**src/rtl/cmr_pkg.sv**
```systemverilog
// Shared types, constants and the frame classifier for the module registry.
`default_nettype none
package cmr_pkg;

   localparam int TABLE_DEPTH = 16;
   localparam int IDX_W       = (TABLE_DEPTH > 1) ? $clog2(TABLE_DEPTH) : 1;
   localparam int CNT_W       = $clog2(TABLE_DEPTH + 1);
   localparam int MID_W       = 4;
   localparam int SLOT_W      = 4;
   localparam int ECNT_W      = 5;
   localparam int ID_W        = 11;
   localparam int REQ_DATA_W  = 16;
   localparam int RSP_DATA_W  = 16;

   localparam logic [ID_W-1:0] ID_UNASSIGNED = 11'h0F0;
   localparam logic [ID_W-1:0] ID_VOLT_ABOVE = 11'h099;
   localparam logic [ID_W-1:0] ID_TEMP_BASE  = 11'h180;
   localparam logic [ID_W-1:0] ID_TEMP_MASK  = 11'h7F0;

   typedef enum logic [1:0] {
      FUNC_FRAME     = 2'd0,
      FUNC_CLEAR_BUS = 2'd1,
      FUNC_CLEAR_ALL = 2'd2
   } func_type;

   typedef enum logic [1:0] {
      CLASS_NONE = 2'd0,
      CLASS_UNAS = 2'd1,
      CLASS_VOLT = 2'd2,
      CLASS_TEMP = 2'd3
   } class_type;

   typedef struct packed {
      logic             bus;
      logic [MID_W-1:0] mid;
   } entry_type;

   // control fanned out from the sequencer to every cell
   typedef struct packed {
      logic             load_find;
      logic             load_keep;
      logic             shift;
      logic             sort_en;
      logic             sort_phase;
      logic             write_en;
      entry_type        key;
      logic [CNT_W-1:0] count;
   } cell_ctrl_type;

   typedef struct packed {
      logic [ECNT_W-1:0] entry_count;
      logic              dropped_full;
      logic              newly_added;
      logic              slot_valid;
      logic [SLOT_W-1:0] slot;
      class_type         frame_class;
   } result_type;

   function automatic class_type classify(input logic [ID_W-1:0] id);
      class_type cls;
      if (id == ID_UNASSIGNED) begin
         cls = CLASS_UNAS;
      end else if (id > ID_VOLT_ABOVE && id < ID_TEMP_BASE) begin
         cls = CLASS_VOLT;
      end else if ((id & ID_TEMP_MASK) == ID_TEMP_BASE) begin
         cls = CLASS_TEMP;
      end else begin
         cls = CLASS_NONE;
      end
      return cls;
   endfunction

endpackage
`default_nettype wire

```
**src/rtl/cmr_cell.sv**
```systemverilog
// One table slot: holds an entry, a hole mark and a scan bit, trades with its neighbours.
`default_nettype none
module cmr_cell
   import cmr_pkg::*;
(
   input  wire logic            clock,
   input  wire logic            reset,
   input  wire logic [IDX_W-1:0] index,
   input  wire cell_ctrl_type   ctrl,
   input  wire entry_type       right_entry,
   input  wire logic            right_hole,
   input  wire logic            right_scan,
   input  wire entry_type       left_entry,
   input  wire logic            left_hole,
   output entry_type            entry,
   output logic                 hole,
   output logic                 scan
);

   entry_type entry_ff, entry_in;
   logic      hole_ff, hole_in;
   logic      scan_ff, scan_in;
   logic      in_use;

   assign in_use = CNT_W'(index) < ctrl.count;

   always_comb begin
      entry_in = entry_ff;
      hole_in  = hole_ff;
      scan_in  = scan_ff;
      if (ctrl.load_find) begin
         scan_in = in_use && entry_ff.bus == ctrl.key.bus && entry_ff.mid == ctrl.key.mid;
      end
      if (ctrl.load_keep) begin
         hole_in = !(in_use && entry_ff.bus != ctrl.key.bus);
         scan_in = in_use && entry_ff.bus != ctrl.key.bus;
      end
      if (ctrl.shift) begin
         scan_in = right_scan;
      end
      // odd-even transposition: push holes towards the tail, survivors keep order
      if (ctrl.sort_en) begin
         if (index[0] == ctrl.sort_phase) begin
            if (hole_ff && !right_hole) begin
               entry_in = right_entry;
               hole_in  = 1'b0;
            end
         end else if (left_hole && !hole_ff) begin
            entry_in = left_entry;
            hole_in  = 1'b1;
         end
      end
      if (ctrl.write_en && index == ctrl.count[IDX_W-1:0]) begin
         entry_in = ctrl.key;
      end
   end

   always_ff @(posedge clock) begin
      entry_ff <= entry_in;
      if (reset) begin
         hole_ff <= 1'b0;
         scan_ff <= 1'b0;
      end else begin
         hole_ff <= hole_in;
         scan_ff <= scan_in;
      end
   end

   assign entry = entry_ff;
   assign hole  = hole_ff;
   assign scan  = scan_ff;

endmodule
`default_nettype wire

```
**src/rtl/can_module_registry_core.sv**
```systemverilog
// Top level of the module registry: request decode, sequencer and the chain of slot cells.
// Sequence: a lookup steps through S_FIND until a hit or the last slot (a hit ends the scan early),
//   a bus clear steps through S_CLEAR over every slot, and other beats go straight to S_EMIT;
//   S_EMIT then registers the result into the output stage. A new beat is accepted only in S_IDLE.
//   Scan bits step through the cell chain one slot a cycle; a bus clear also runs the transposition rounds.
// Reset: synchronous, active high; empties the table (count zero) and the output stage;
//   slot contents stay undefined and are never read before being written.
`default_nettype none
module can_module_registry_core
   import cmr_pkg::*;
(
   input  wire logic                  clock,
   input  wire logic                  reset,
   input  wire logic                  req_tvalid,
   output logic                       req_tready,
   // [1:0] func, [2] bus, [13:3] frame_id, [15:14] zero
   input  wire logic [REQ_DATA_W-1:0] req_tdata,
   output logic                       rsp_tvalid,
   input  wire logic                  rsp_tready,
   // [1:0] frame_class, [5:2] slot, [6] slot_valid, [7] newly_added,
   // [8] dropped_full, [13:9] entry_count, [15:14] zero
   output logic [RSP_DATA_W-1:0]      rsp_tdata
);

   typedef enum logic [1:0] {
      S_IDLE,
      S_FIND,
      S_CLEAR,
      S_EMIT
   } state_type;

   localparam logic [IDX_W-1:0] LAST_STEP = IDX_W'(TABLE_DEPTH - 1);
   localparam logic [CNT_W-1:0] FULL      = CNT_W'(TABLE_DEPTH);

   state_type             state_ff, state_in;
   logic [IDX_W-1:0]      step_ff, step_in;
   logic [CNT_W-1:0]      keep_ff, keep_in;
   logic [CNT_W-1:0]      count_ff, count_in;
   entry_type             key_ff, key_in;
   result_type            res_ff, res_in;
   logic                  rsp_valid_ff, rsp_valid_in;
   logic [RSP_DATA_W-1:0] rsp_data_ff, rsp_data_in;

   cell_ctrl_type ctrl;
   logic          req_fire;
   logic [1:0]    req_func;
   logic          req_bus;
   logic [ID_W-1:0] req_id;
   class_type     req_class;
   entry_type     req_key;
   logic [CNT_W-1:0] keep_sum;

   entry_type cell_entry [TABLE_DEPTH];
   logic      cell_hole  [TABLE_DEPTH];
   logic      cell_scan  [TABLE_DEPTH];

   // unpack the request beat
   assign req_func  = req_tdata[1:0];
   assign req_bus   = req_tdata[2];
   assign req_id    = req_tdata[13:3];
   assign req_class = classify(req_id);
   assign req_key   = '{bus: req_bus, mid: req_id[MID_W-1:0]};

   assign req_tready = (state_ff == S_IDLE);
   assign req_fire   = req_tvalid && req_tready;
   assign keep_sum   = keep_ff + CNT_W'(cell_scan[0]);

   // cell chain: scan bits advance towards slot 0, holes bubble towards the tail
   for (genvar g = 0; g < TABLE_DEPTH; g++) begin : g_cell
      entry_type r_entry, l_entry;
      logic      r_hole, r_scan, l_hole;

      if (g == TABLE_DEPTH - 1) begin : g_tail
         assign r_entry = '0;
         assign r_hole  = 1'b1;
         assign r_scan  = 1'b0;
      end else begin : g_mid
         assign r_entry = cell_entry[g+1];
         assign r_hole  = cell_hole[g+1];
         assign r_scan  = cell_scan[g+1];
      end

      if (g == 0) begin : g_head
         assign l_entry = '0;
         assign l_hole  = 1'b0;
      end else begin : g_rest
         assign l_entry = cell_entry[g-1];
         assign l_hole  = cell_hole[g-1];
      end

      cmr_cell u_cell (
         .clock       (clock),
         .reset       (reset),
         .index       (IDX_W'(g)),
         .ctrl        (ctrl),
         .right_entry (r_entry),
         .right_hole  (r_hole),
         .right_scan  (r_scan),
         .left_entry  (l_entry),
         .left_hole   (l_hole),
         .entry       (cell_entry[g]),
         .hole        (cell_hole[g]),
         .scan        (cell_scan[g])
      );
   end

   always_comb begin
      state_in     = state_ff;
      step_in      = step_ff;
      keep_in      = keep_ff;
      count_in     = count_ff;
      key_in       = key_ff;
      res_in       = res_ff;
      rsp_valid_in = rsp_valid_ff && !rsp_tready;
      rsp_data_in  = rsp_data_ff;

      ctrl            = '0;
      ctrl.count      = count_ff;
      ctrl.key        = (state_ff == S_IDLE) ? req_key : key_ff;

      unique case (state_ff)
         S_IDLE: begin
            if (req_fire) begin
               step_in            = '0;
               keep_in            = '0;
               key_in             = req_key;
               res_in             = '0;
               res_in.frame_class = CLASS_NONE;
               res_in.entry_count = ECNT_W'(count_ff);
               case (req_func)
                  FUNC_FRAME: begin
                     res_in.frame_class = req_class;
                     if (req_class == CLASS_VOLT || req_class == CLASS_TEMP) begin
                        ctrl.load_find = 1'b1;
                        state_in       = S_FIND;
                     end else begin
                        state_in = S_EMIT;
                     end
                  end
                  FUNC_CLEAR_BUS: begin
                     ctrl.load_keep = 1'b1;
                     state_in       = S_CLEAR;
                  end
                  FUNC_CLEAR_ALL: begin
                     count_in           = '0;
                     res_in.entry_count = '0;
                     state_in           = S_EMIT;
                  end
                  default: begin
                     state_in = S_EMIT;
                  end
               endcase
            end
         end
         S_FIND: begin
            // slot step_ff sits at the head of the chain this cycle
            ctrl.shift = 1'b1;
            step_in    = step_ff + 1'b1;
            if (cell_scan[0]) begin
               res_in.slot       = SLOT_W'(step_ff);
               res_in.slot_valid = 1'b1;
               state_in          = S_EMIT;
            end else if (step_ff == LAST_STEP) begin
               if (count_ff == FULL) begin
                  res_in.dropped_full = 1'b1;
               end else begin
                  // append at the first free slot
                  ctrl.write_en      = 1'b1;
                  res_in.slot        = SLOT_W'(count_ff);
                  res_in.slot_valid  = 1'b1;
                  res_in.newly_added = 1'b1;
                  count_in           = count_ff + 1'b1;
                  res_in.entry_count = ECNT_W'(count_ff + 1'b1);
               end
               state_in = S_EMIT;
            end
         end
         S_CLEAR: begin
            // count survivors off the head while the transposition rounds compact them
            ctrl.shift      = 1'b1;
            ctrl.sort_en    = 1'b1;
            ctrl.sort_phase = step_ff[0];
            keep_in         = keep_sum;
            step_in         = step_ff + 1'b1;
            if (step_ff == LAST_STEP) begin
               count_in           = keep_sum;
               res_in.entry_count = ECNT_W'(keep_sum);
               state_in           = S_EMIT;
            end
         end
         S_EMIT: begin
            // hold the result until the output stage is free
            if (!rsp_valid_ff || rsp_tready) begin
               rsp_valid_in = 1'b1;
               rsp_data_in  = RSP_DATA_W'({res_ff.entry_count, res_ff.dropped_full,
                                           res_ff.newly_added, res_ff.slot_valid,
                                           res_ff.slot, res_ff.frame_class});
               state_in     = S_IDLE;
            end
         end
         default: begin
            state_in = S_IDLE;
         end
      endcase
   end

   always_ff @(posedge clock) begin
      step_ff     <= step_in;
      keep_ff     <= keep_in;
      key_ff      <= key_in;
      res_ff      <= res_in;
      rsp_data_ff <= rsp_data_in;
      if (reset) begin
         state_ff     <= S_IDLE;
         count_ff     <= '0;
         rsp_valid_ff <= 1'b0;
      end else begin
         state_ff     <= state_in;
         count_ff     <= count_in;
         rsp_valid_ff <= rsp_valid_in;
      end
   end

   assign rsp_tvalid = rsp_valid_ff;
   assign rsp_tdata  = rsp_data_ff;

   // the table never holds more entries than it has slots
   a_count_bound: assert property (@(posedge clock) disable iff (reset)
      count_ff <= FULL)
      else $error("entry count beyond table depth");

   // a hit can only come from an occupied slot
   a_hit_in_use: assert property (@(posedge clock) disable iff (reset)
      (state_ff == S_FIND && cell_scan[0]) |-> (CNT_W'(step_ff) < count_ff))
      else $error("lookup hit on an unoccupied slot");

   // a bus clear never grows the table
   a_clear_shrinks: assert property (@(posedge clock) disable iff (reset)
      (state_ff == S_CLEAR && step_ff == LAST_STEP) |=> count_ff <= $past(count_ff))
      else $error("bus clear increased the entry count");

   // a result cannot both append and drop
   a_add_xor_drop: assert property (@(posedge clock) disable iff (reset)
      rsp_valid_ff |-> !(rsp_data_ff[7] && rsp_data_ff[8]))
      else $error("result both added and dropped");

   // an accepted beat always starts work
   a_accept_leaves_idle: assert property (@(posedge clock) disable iff (reset)
      req_fire |=> state_ff != S_IDLE)
      else $error("accepted beat left the sequencer idle");

endmodule
`default_nettype wire
```
**config.mk**
```make
export PLATFORM = sky130hd
export DESIGN_NAME = can_module_registry_core
export DESIGN_NICKNAME = d
export VERILOG_FILES = /design/src/rtl/cmr_pkg.sv /design/src/rtl/cmr_cell.sv /design/src/rtl/can_module_registry_core.sv
export SDC_FILE = /design/constraint.sdc
export NUM_CORES = 1
export LEC_CHECK = 0
export BUFFER_PORTS_ARGS = -buffer_cell sky130_fd_sc_hd__buf_2
export CAP_MARGIN = 10
export CORE_MARGIN = 1
export CORE_UTILIZATION = 45
export DETAILED_ROUTE_END_ITERATION = 8
export PLACE_DENSITY = 0.59
export SYNTH_ARGS = -nofsm -noshare
export SYNTH_HDL_FRONTEND = slang
export SYNTH_SLANG_ARGS = --single-unit
```
**constraint.sdc**
```tcl
create_clock -name clock -period 3.1 [get_ports clock]
set_input_delay 0.62 -clock clock [delete_from_list [all_inputs] [get_ports clock]]
set_output_delay 0.62 -clock clock [all_outputs]
set_load 0.005 [all_outputs]
```
Yosys cells after proc, flatten, opt, wreduce, memory -nomap -nowiden
Cells that the tools add are included.
Storage, ports and cells
  flip-flop bits (word level): 162
  input port bits: 20
Cells by class
  add/subtract/negate cells: 3
  order comparisons: 18
  equality and inequality tests: 99
  multiplexer cells: 247
  reductions and logical operators: 185
Operator list (count)
  $mux W5: 87
  $mux W1: 136
  $logic_and A1 B1 Y1: 82
  $eq A4 B4 Y1: 16
  $reduce_and A3 Y1: 16
  $reduce_bool A3 Y1: 16
  $reduce_bool A2 Y1: 22
  $ne A3 B1 Y1 const B: 14
  $lt A4 B5 Y1 const A: 8
  $logic_not A1 Y1: 33
  $eq A4 B4 Y1 const A: 8
  $pmux W5 S3: 2
  $mux W2: 12
  $lt A3 B5 Y1 const A: 4
  $eq A1 B1 Y1: 16
  $eq A3 B4 Y1 const A: 4
  $ne A1 B1 Y1: 16
  $mux W14: 1
  $pmux W7 S2: 1
  $mux W12: 1
  $ne A2 B2 Y1 const B: 6
  $eq A11 B8 Y1 const B: 1
  $gt A11 B8 Y1 const B: 1
  $lt A11 B9 Y1 const B: 1
  29 further kinds: 48

Longest topological paths before layout
  depth in word-level cells: 14
  gate-level depth with buffers: 10
  mapped depth without buffers: 7

Modules after synthesis
Synthesis repeated with hierarchy kept, for this count alone.
Second synthesis, totals
  cell total of the unflattened synthesis: 1220
  area, all modules: 12075.3 µm²
Modules (own cells, without submodules)
  cmr_cell: times used 16, cells an instance 64, area an instance 604.3 µm², seq. area each 190.2 µm²
  can_module_registry_core: times used 1, cells an instance 196, area an instance 2406.1 µm², seq. area each 1421.4 µm²

Worst setup path after synthesis
OpenSTA, ideal clock, no wires.
  kind: reg2reg
  start: reg count_ff[1]
  end: reg g_cell[12].u_cell.entry_ff (netlist bit g_cell[12].u_cell.entry[0]), enable pin
  arrival: 2.136 ns
  required time: 2.743 ns
  slack: 0.607 ns
  stages on the path, launching flop included: 7
  buffers on the path: 1
  period minus slack after synthesis: 2.493 ns
  cells stage by stage: dfxtp_1 clkbuf_1 inv_1 ha_1 a311oi_4 nand2_2 o211ai_1
Between the ends
  word-level cells in the longest chain between the ends: 8
  elaborated cells between the ends (all ways): 11
  those cells by class: eq/ne (3); mux (4); reduce/logical (4)
Ends and longest elaborated chain
  start, declared: line can_module_registry_core.sv:38  | logic [CNT_W-1:0] count_ff, count_in;
  start signal, assigned: line can_module_registry_core.sv:219  | count_ff <= count_in;
  $eq A5 B5 Y1: line can_module_registry_core.sv:164  | if (count_ff == FULL) begin
  $mux W1: line can_module_registry_core.sv:164
  $mux W1: line can_module_registry_core.sv:163  | end else if (step_ff == LAST_STEP) begin
  $mux W1: line can_module_registry_core.sv:159  | if (cell_scan[0]) begin
  $mux W1: line can_module_registry_core.sv:121  | unique case (state_ff)
  $logic_and A1 B1 Y1 (*): line cmr_cell.sv:53  | if (ctrl.write_en && index == ctrl.count[IDX_W-1:0]) begin
  $ne A3 B1 Y1 (no line), or another cell as far along
  $reduce_and A3 Y1 (no line) (*)
  end signal, assigned: line cmr_cell.sv:59  | entry_ff <= entry_in;
  end, declared: line cmr_cell.sv:20  | entry_type entry_ff, entry_in;
Every way passes the cells marked *; elsewhere a longest branch is shown, timed or not.
A chain may end at the register's enable or synchronous reset.

Worst setup path in the final report
  start: reg state_ff[1]
  end: reg g_cell[15].u_cell.scan_ff
Between the ends
  word-level cells in the longest chain between the ends: 7
  elaborated cells between the ends (all ways): 19
  those cells by class: eq/ne (5); mux (6); reduce/logical (8)
Ends and longest elaborated chain
  start, declared: line can_module_registry_core.sv:35  | state_type state_ff, state_in;
  start signal, assigned: line can_module_registry_core.sv:218  | state_ff <= state_in;
  $logic_not A2 Y1: line can_module_registry_core.sv:64, can_module_registry_core.sv:119, can_module_registry_core.sv:121
  $mux W5: line can_module_registry_core.sv:119  | ctrl.key = (state_ff == S_IDLE) ? req_key : key_ff;
  $eq A1 B1 Y1: line cmr_cell.sv:32  | scan_in = in_use && entry_ff.bus == ctrl.key.bus && entry_ff.mid == ctrl.key.mid;
  $logic_and A1 B1 Y1 (2 in series): line cmr_cell.sv:32
  $mux W1: line cmr_cell.sv:31  | if (ctrl.load_find) begin
  $mux W1: line cmr_cell.sv:34  | if (ctrl.load_keep) begin
  end signal, assigned: line cmr_cell.sv:65  | scan_ff <= scan_in;
  end, declared: line cmr_cell.sv:22  | logic scan_ff, scan_in;
Several ways; a longest one is shown, not always the timed one. The select of a mux whose other input is x is not followed.

==> results_dict.tcl <==
set metrics [dict create \
    hold_violations 0 \
    synth_seq_cells 162 \
    rsz0062_at_grt "no" \
    cp-end-kind "flip-flop" \
    syn_inst 870 \
    r2r_cells 8 \
    core_area_um2 21020 \
    dp_hpwl_mm 16.33 \
    p_per_area_nw_per_um2 755.0 \
    cts-root-buf "clkbuf_16" \
    path_max_fanout 32 \
    grt_max_degree 47 \
    drtPass1Iterations 7 \
    cts_max_path_buffers 2 \
    power.internal_uw 5149 \
    ys_top_cells_by_area "edfxtp_1 (38%), mux2i_1 (15%), dfxtp_1 (8.3%), xnor2_1 (6.5%), a21oi_1 (2.5%)" \
    post-cts-setup-buffers 0 \
    power_frac_comb_pct 38.3 \
    viasPerCell 5.794 \
    maxSlewViolCount 0 \
    p_leak_uw 0.003557 \
    synth_area_per_cell_um2 11.10 \
    grt_pass1_vias 6916 \
    setup_ws_ns 0.4260 \
    swShare_pct 36.50 \
    io_buffer_count 33 \
    required_ns 3.46 \
    cts_tree "yes" \
    post-route-util_pct 51.09 \
    seq_area_frac_synth_pct 46.22 \
    clock-skew-final_ns 0.01664 \
    drt_iter0_drc 438 \
    numCtsBuffers 17 \
    cts_hold_buffers 0 \
    r2r_end "g_cell[15].u_cell.scan" \
    drive_gt1_share_pct 15.03 \
    synthArstFlopShare_pct 0 \
    vias 6837 \
    rows 53 \
    die-area_um2 22050 \
    wl_per_cell_um 19.97 \
    r2r_start "state_ff[1]" \
    cts.htree.levels 4 \
    multi_input_area_um2 4817 \
    p_seq_share_pct 36.2 \
    slew_headroom_pct 46.60 \
    fmax_ghz 0.3740 \
    status "complete, no violations" \
    synth_cell_types 64 \
    synth_area_um2 9658 \
    die_x_um 148.5 \
    crit_chain "inv_1 > ha_1 > mux2i_4 > buf_12 > xnor2_1 > nor4_1 > a22oi_1 > o21ai_0" \
    irDropWorstVdd_uv 432.6 \
    max_stage_delay_ns 0.68 \
    cts_sinks 162 \
    fin_crit_sh_pct 86.26 \
    die_y_um 148.5 \
    arrival_ns 3.03 \
    cts_resized 0 \
    antenna_found_initial 0 \
    crit_type "reg2reg" \
    fillerInstances 1832 \
    drcViolationCount 0 \
    setup_viol 0 \
    whs_path_depth 1 \
    globalplace.congestion 0.8033 \
    placed_area_um2 10170 \
    start_kind "flip-flop" \
    grt_overflow_total 0 \
    initial_core_util_pct 45.94 \
    antenna_cells 0 \
    yosysTopAreaCell "edfxtp_1" \
    min_period_ns 2.674 \
    dpl_worst_slack_ns 0.4598 \
    yosysMostFrequentCell "mux2i_1" \
    grt_first_pass_wirelength_mm 38.49 \
    ioPinCount 38 \
    synth.yosys.warnings 0 \
    cp-endpoint "g_cell[15].u_cell.scan" \
    p_switching_uw 2960 \
    finalWirelength_mm 23.56 \
    grtUsageTotal_pct 22.79 \
    power_frac_clock_pct 25.5 \
    cap_viol_max_count 0 \
    rrSetupSlack_ns 0.43 \
    final_cell_area_um2 10740 \
    synth_edf_count 122 \
    hold_path_class "in2reg" \
    cp_slowest_cell "ha_1" \
    nNetsFinal 923 \
    seqCellArea_um2 4464 \
    tns_ns 0 \
    worstSkewPairLatency_ns 0.44 \
    netlist_top_cells_count "mux2i_1 (145), edfxtp_1 (122), xnor2_1 (72), nor2_1 (51), a21oi_1 (48)" \
    tightest_slew_ns 0.8009 \
    worstSetupStartpoint "state_ff[1]" \
    synthFlopType "edfxtp_1" \
    ant_nets 0 \
    syn2layout_area_growth_pct 11.19 \
    synth_top_cell_area_share_pct 37.93 \
    clkSlewWorstSetupHoldPaths_ns 0.07 \
]
logic make-up after synthesis:
family	Yosys count	share of synthesized area [%]
adders and majority gates	11	1.425
buffers and inverters	78	3.951
AOI/OAI and AO/OA	157	10.71
xor gates and xnor gates	88	7.980
muxes	150	16.19
DFF	162	46.22
and+or+nand+nor	223	13.47
other	1	0.03883
worst min path at each step:
stage	to	from
2_1_floorplan	rsp_tdata[0]	res_ff[0]
3_3_place_gp	rsp_tdata[12]	res_ff[12]
3_5_place_dp	rsp_tdata[12]	res_ff[12]
4_1_cts	key_ff[4]	req_tdata[2]
5_1_grt	key_ff[4]	req_tdata[2]
6_report	key_ff[4]	req_tdata[2]
critical path, delay by kind of cell, from the launching register on:
| family | cells | cell delay, ns |
|---|---|---|
| adder cells (fa/ha/maj) | 1 | 0.68 |
| flip-flops | 1 | 0.34 |
| XOR/XNOR | 1 | 0.13 |
| multiplexers | 1 | 0.36 |
| AO/OA/AOI/OAI | 2 | 0.34 |
| buffers and inverters | 2 | 0.32 |
| AND/OR/NAND/NOR | 1 | 0.36 |
per-stage QoR:
stage                     power, µW  hold slack [ns]  cells
final                          8108           0.4163   1180
after global routing           8545           0.4034   1180
after CTS                      8154           0.4105   1180
after detailed placement       6070           0.4056   1148
after global placement         5994           0.4022   1148
after floorplan                5266           0.4003    871
flip-flops by register name, summed over array words and instances, names as in the netlist, 2 cells and up:
register / cells
count_ff: 5
g_cell.u_cell.entry: 80
g_cell.u_cell.hole: 16
g_cell.u_cell.scan: 16
keep_ff: 5
key_ff: 5
res_ff: 14
rsp_tdata: 14
state_ff: 2
step_ff: 4
routing by layer:
layer	global-route usage, %	part of all wire, %
met5	0	0
met4	8.299	2.1
met3	3.466	3.5
met2	36.87	48
met1	30.85	46
power groups by stage:
stage / registers [µW] / clock network (µW) / logic [µW]
2_1_floorplan: 2930 / 0 / 2330
4_1_cts: 2930 / 2100 / 3120
3_5_place_dp: 2980 / 0 / 3090
3_3_place_gp: 2970 / 0 / 3030
6_report: 2940 / 2070 / 3100
5_1_grt: 2970 / 2190 / 3380
final cells by class:
type | instances | share of cell area [%]
Clock buffer | 19 | 4.124
Clock inverter | 13 | 1.177
Inverter | 13 | 0.4544
Multi-Input combinational cell | 631 | 44.86
Timing Repair Buffer | 67 | 4.614
Sequential cell | 162 | 41.57
Tap cell | 275 | 3.204
layout by cell type (no fill, tap or decap), types with 12 or more instances in the layout:
master / count
a21oi_1: 48
a31oi_1: 14
buf_2: 33
buf_4: 28
clkbuf_16: 17
dfxtp_1: 40
edfxtp_1: 122
inv_1: 13
mux2i_1: 145
nand2_1: 29
nand3b_1: 24
nor2_1: 51
nor3_1: 24
nor3b_1: 13
nor4_1: 12
o211ai_1: 24
o21ai_0: 13
o21ai_1: 12
xnor2_1: 72
xor2_1: 16
No activity file was read; power rests on OpenSTA's default activity.
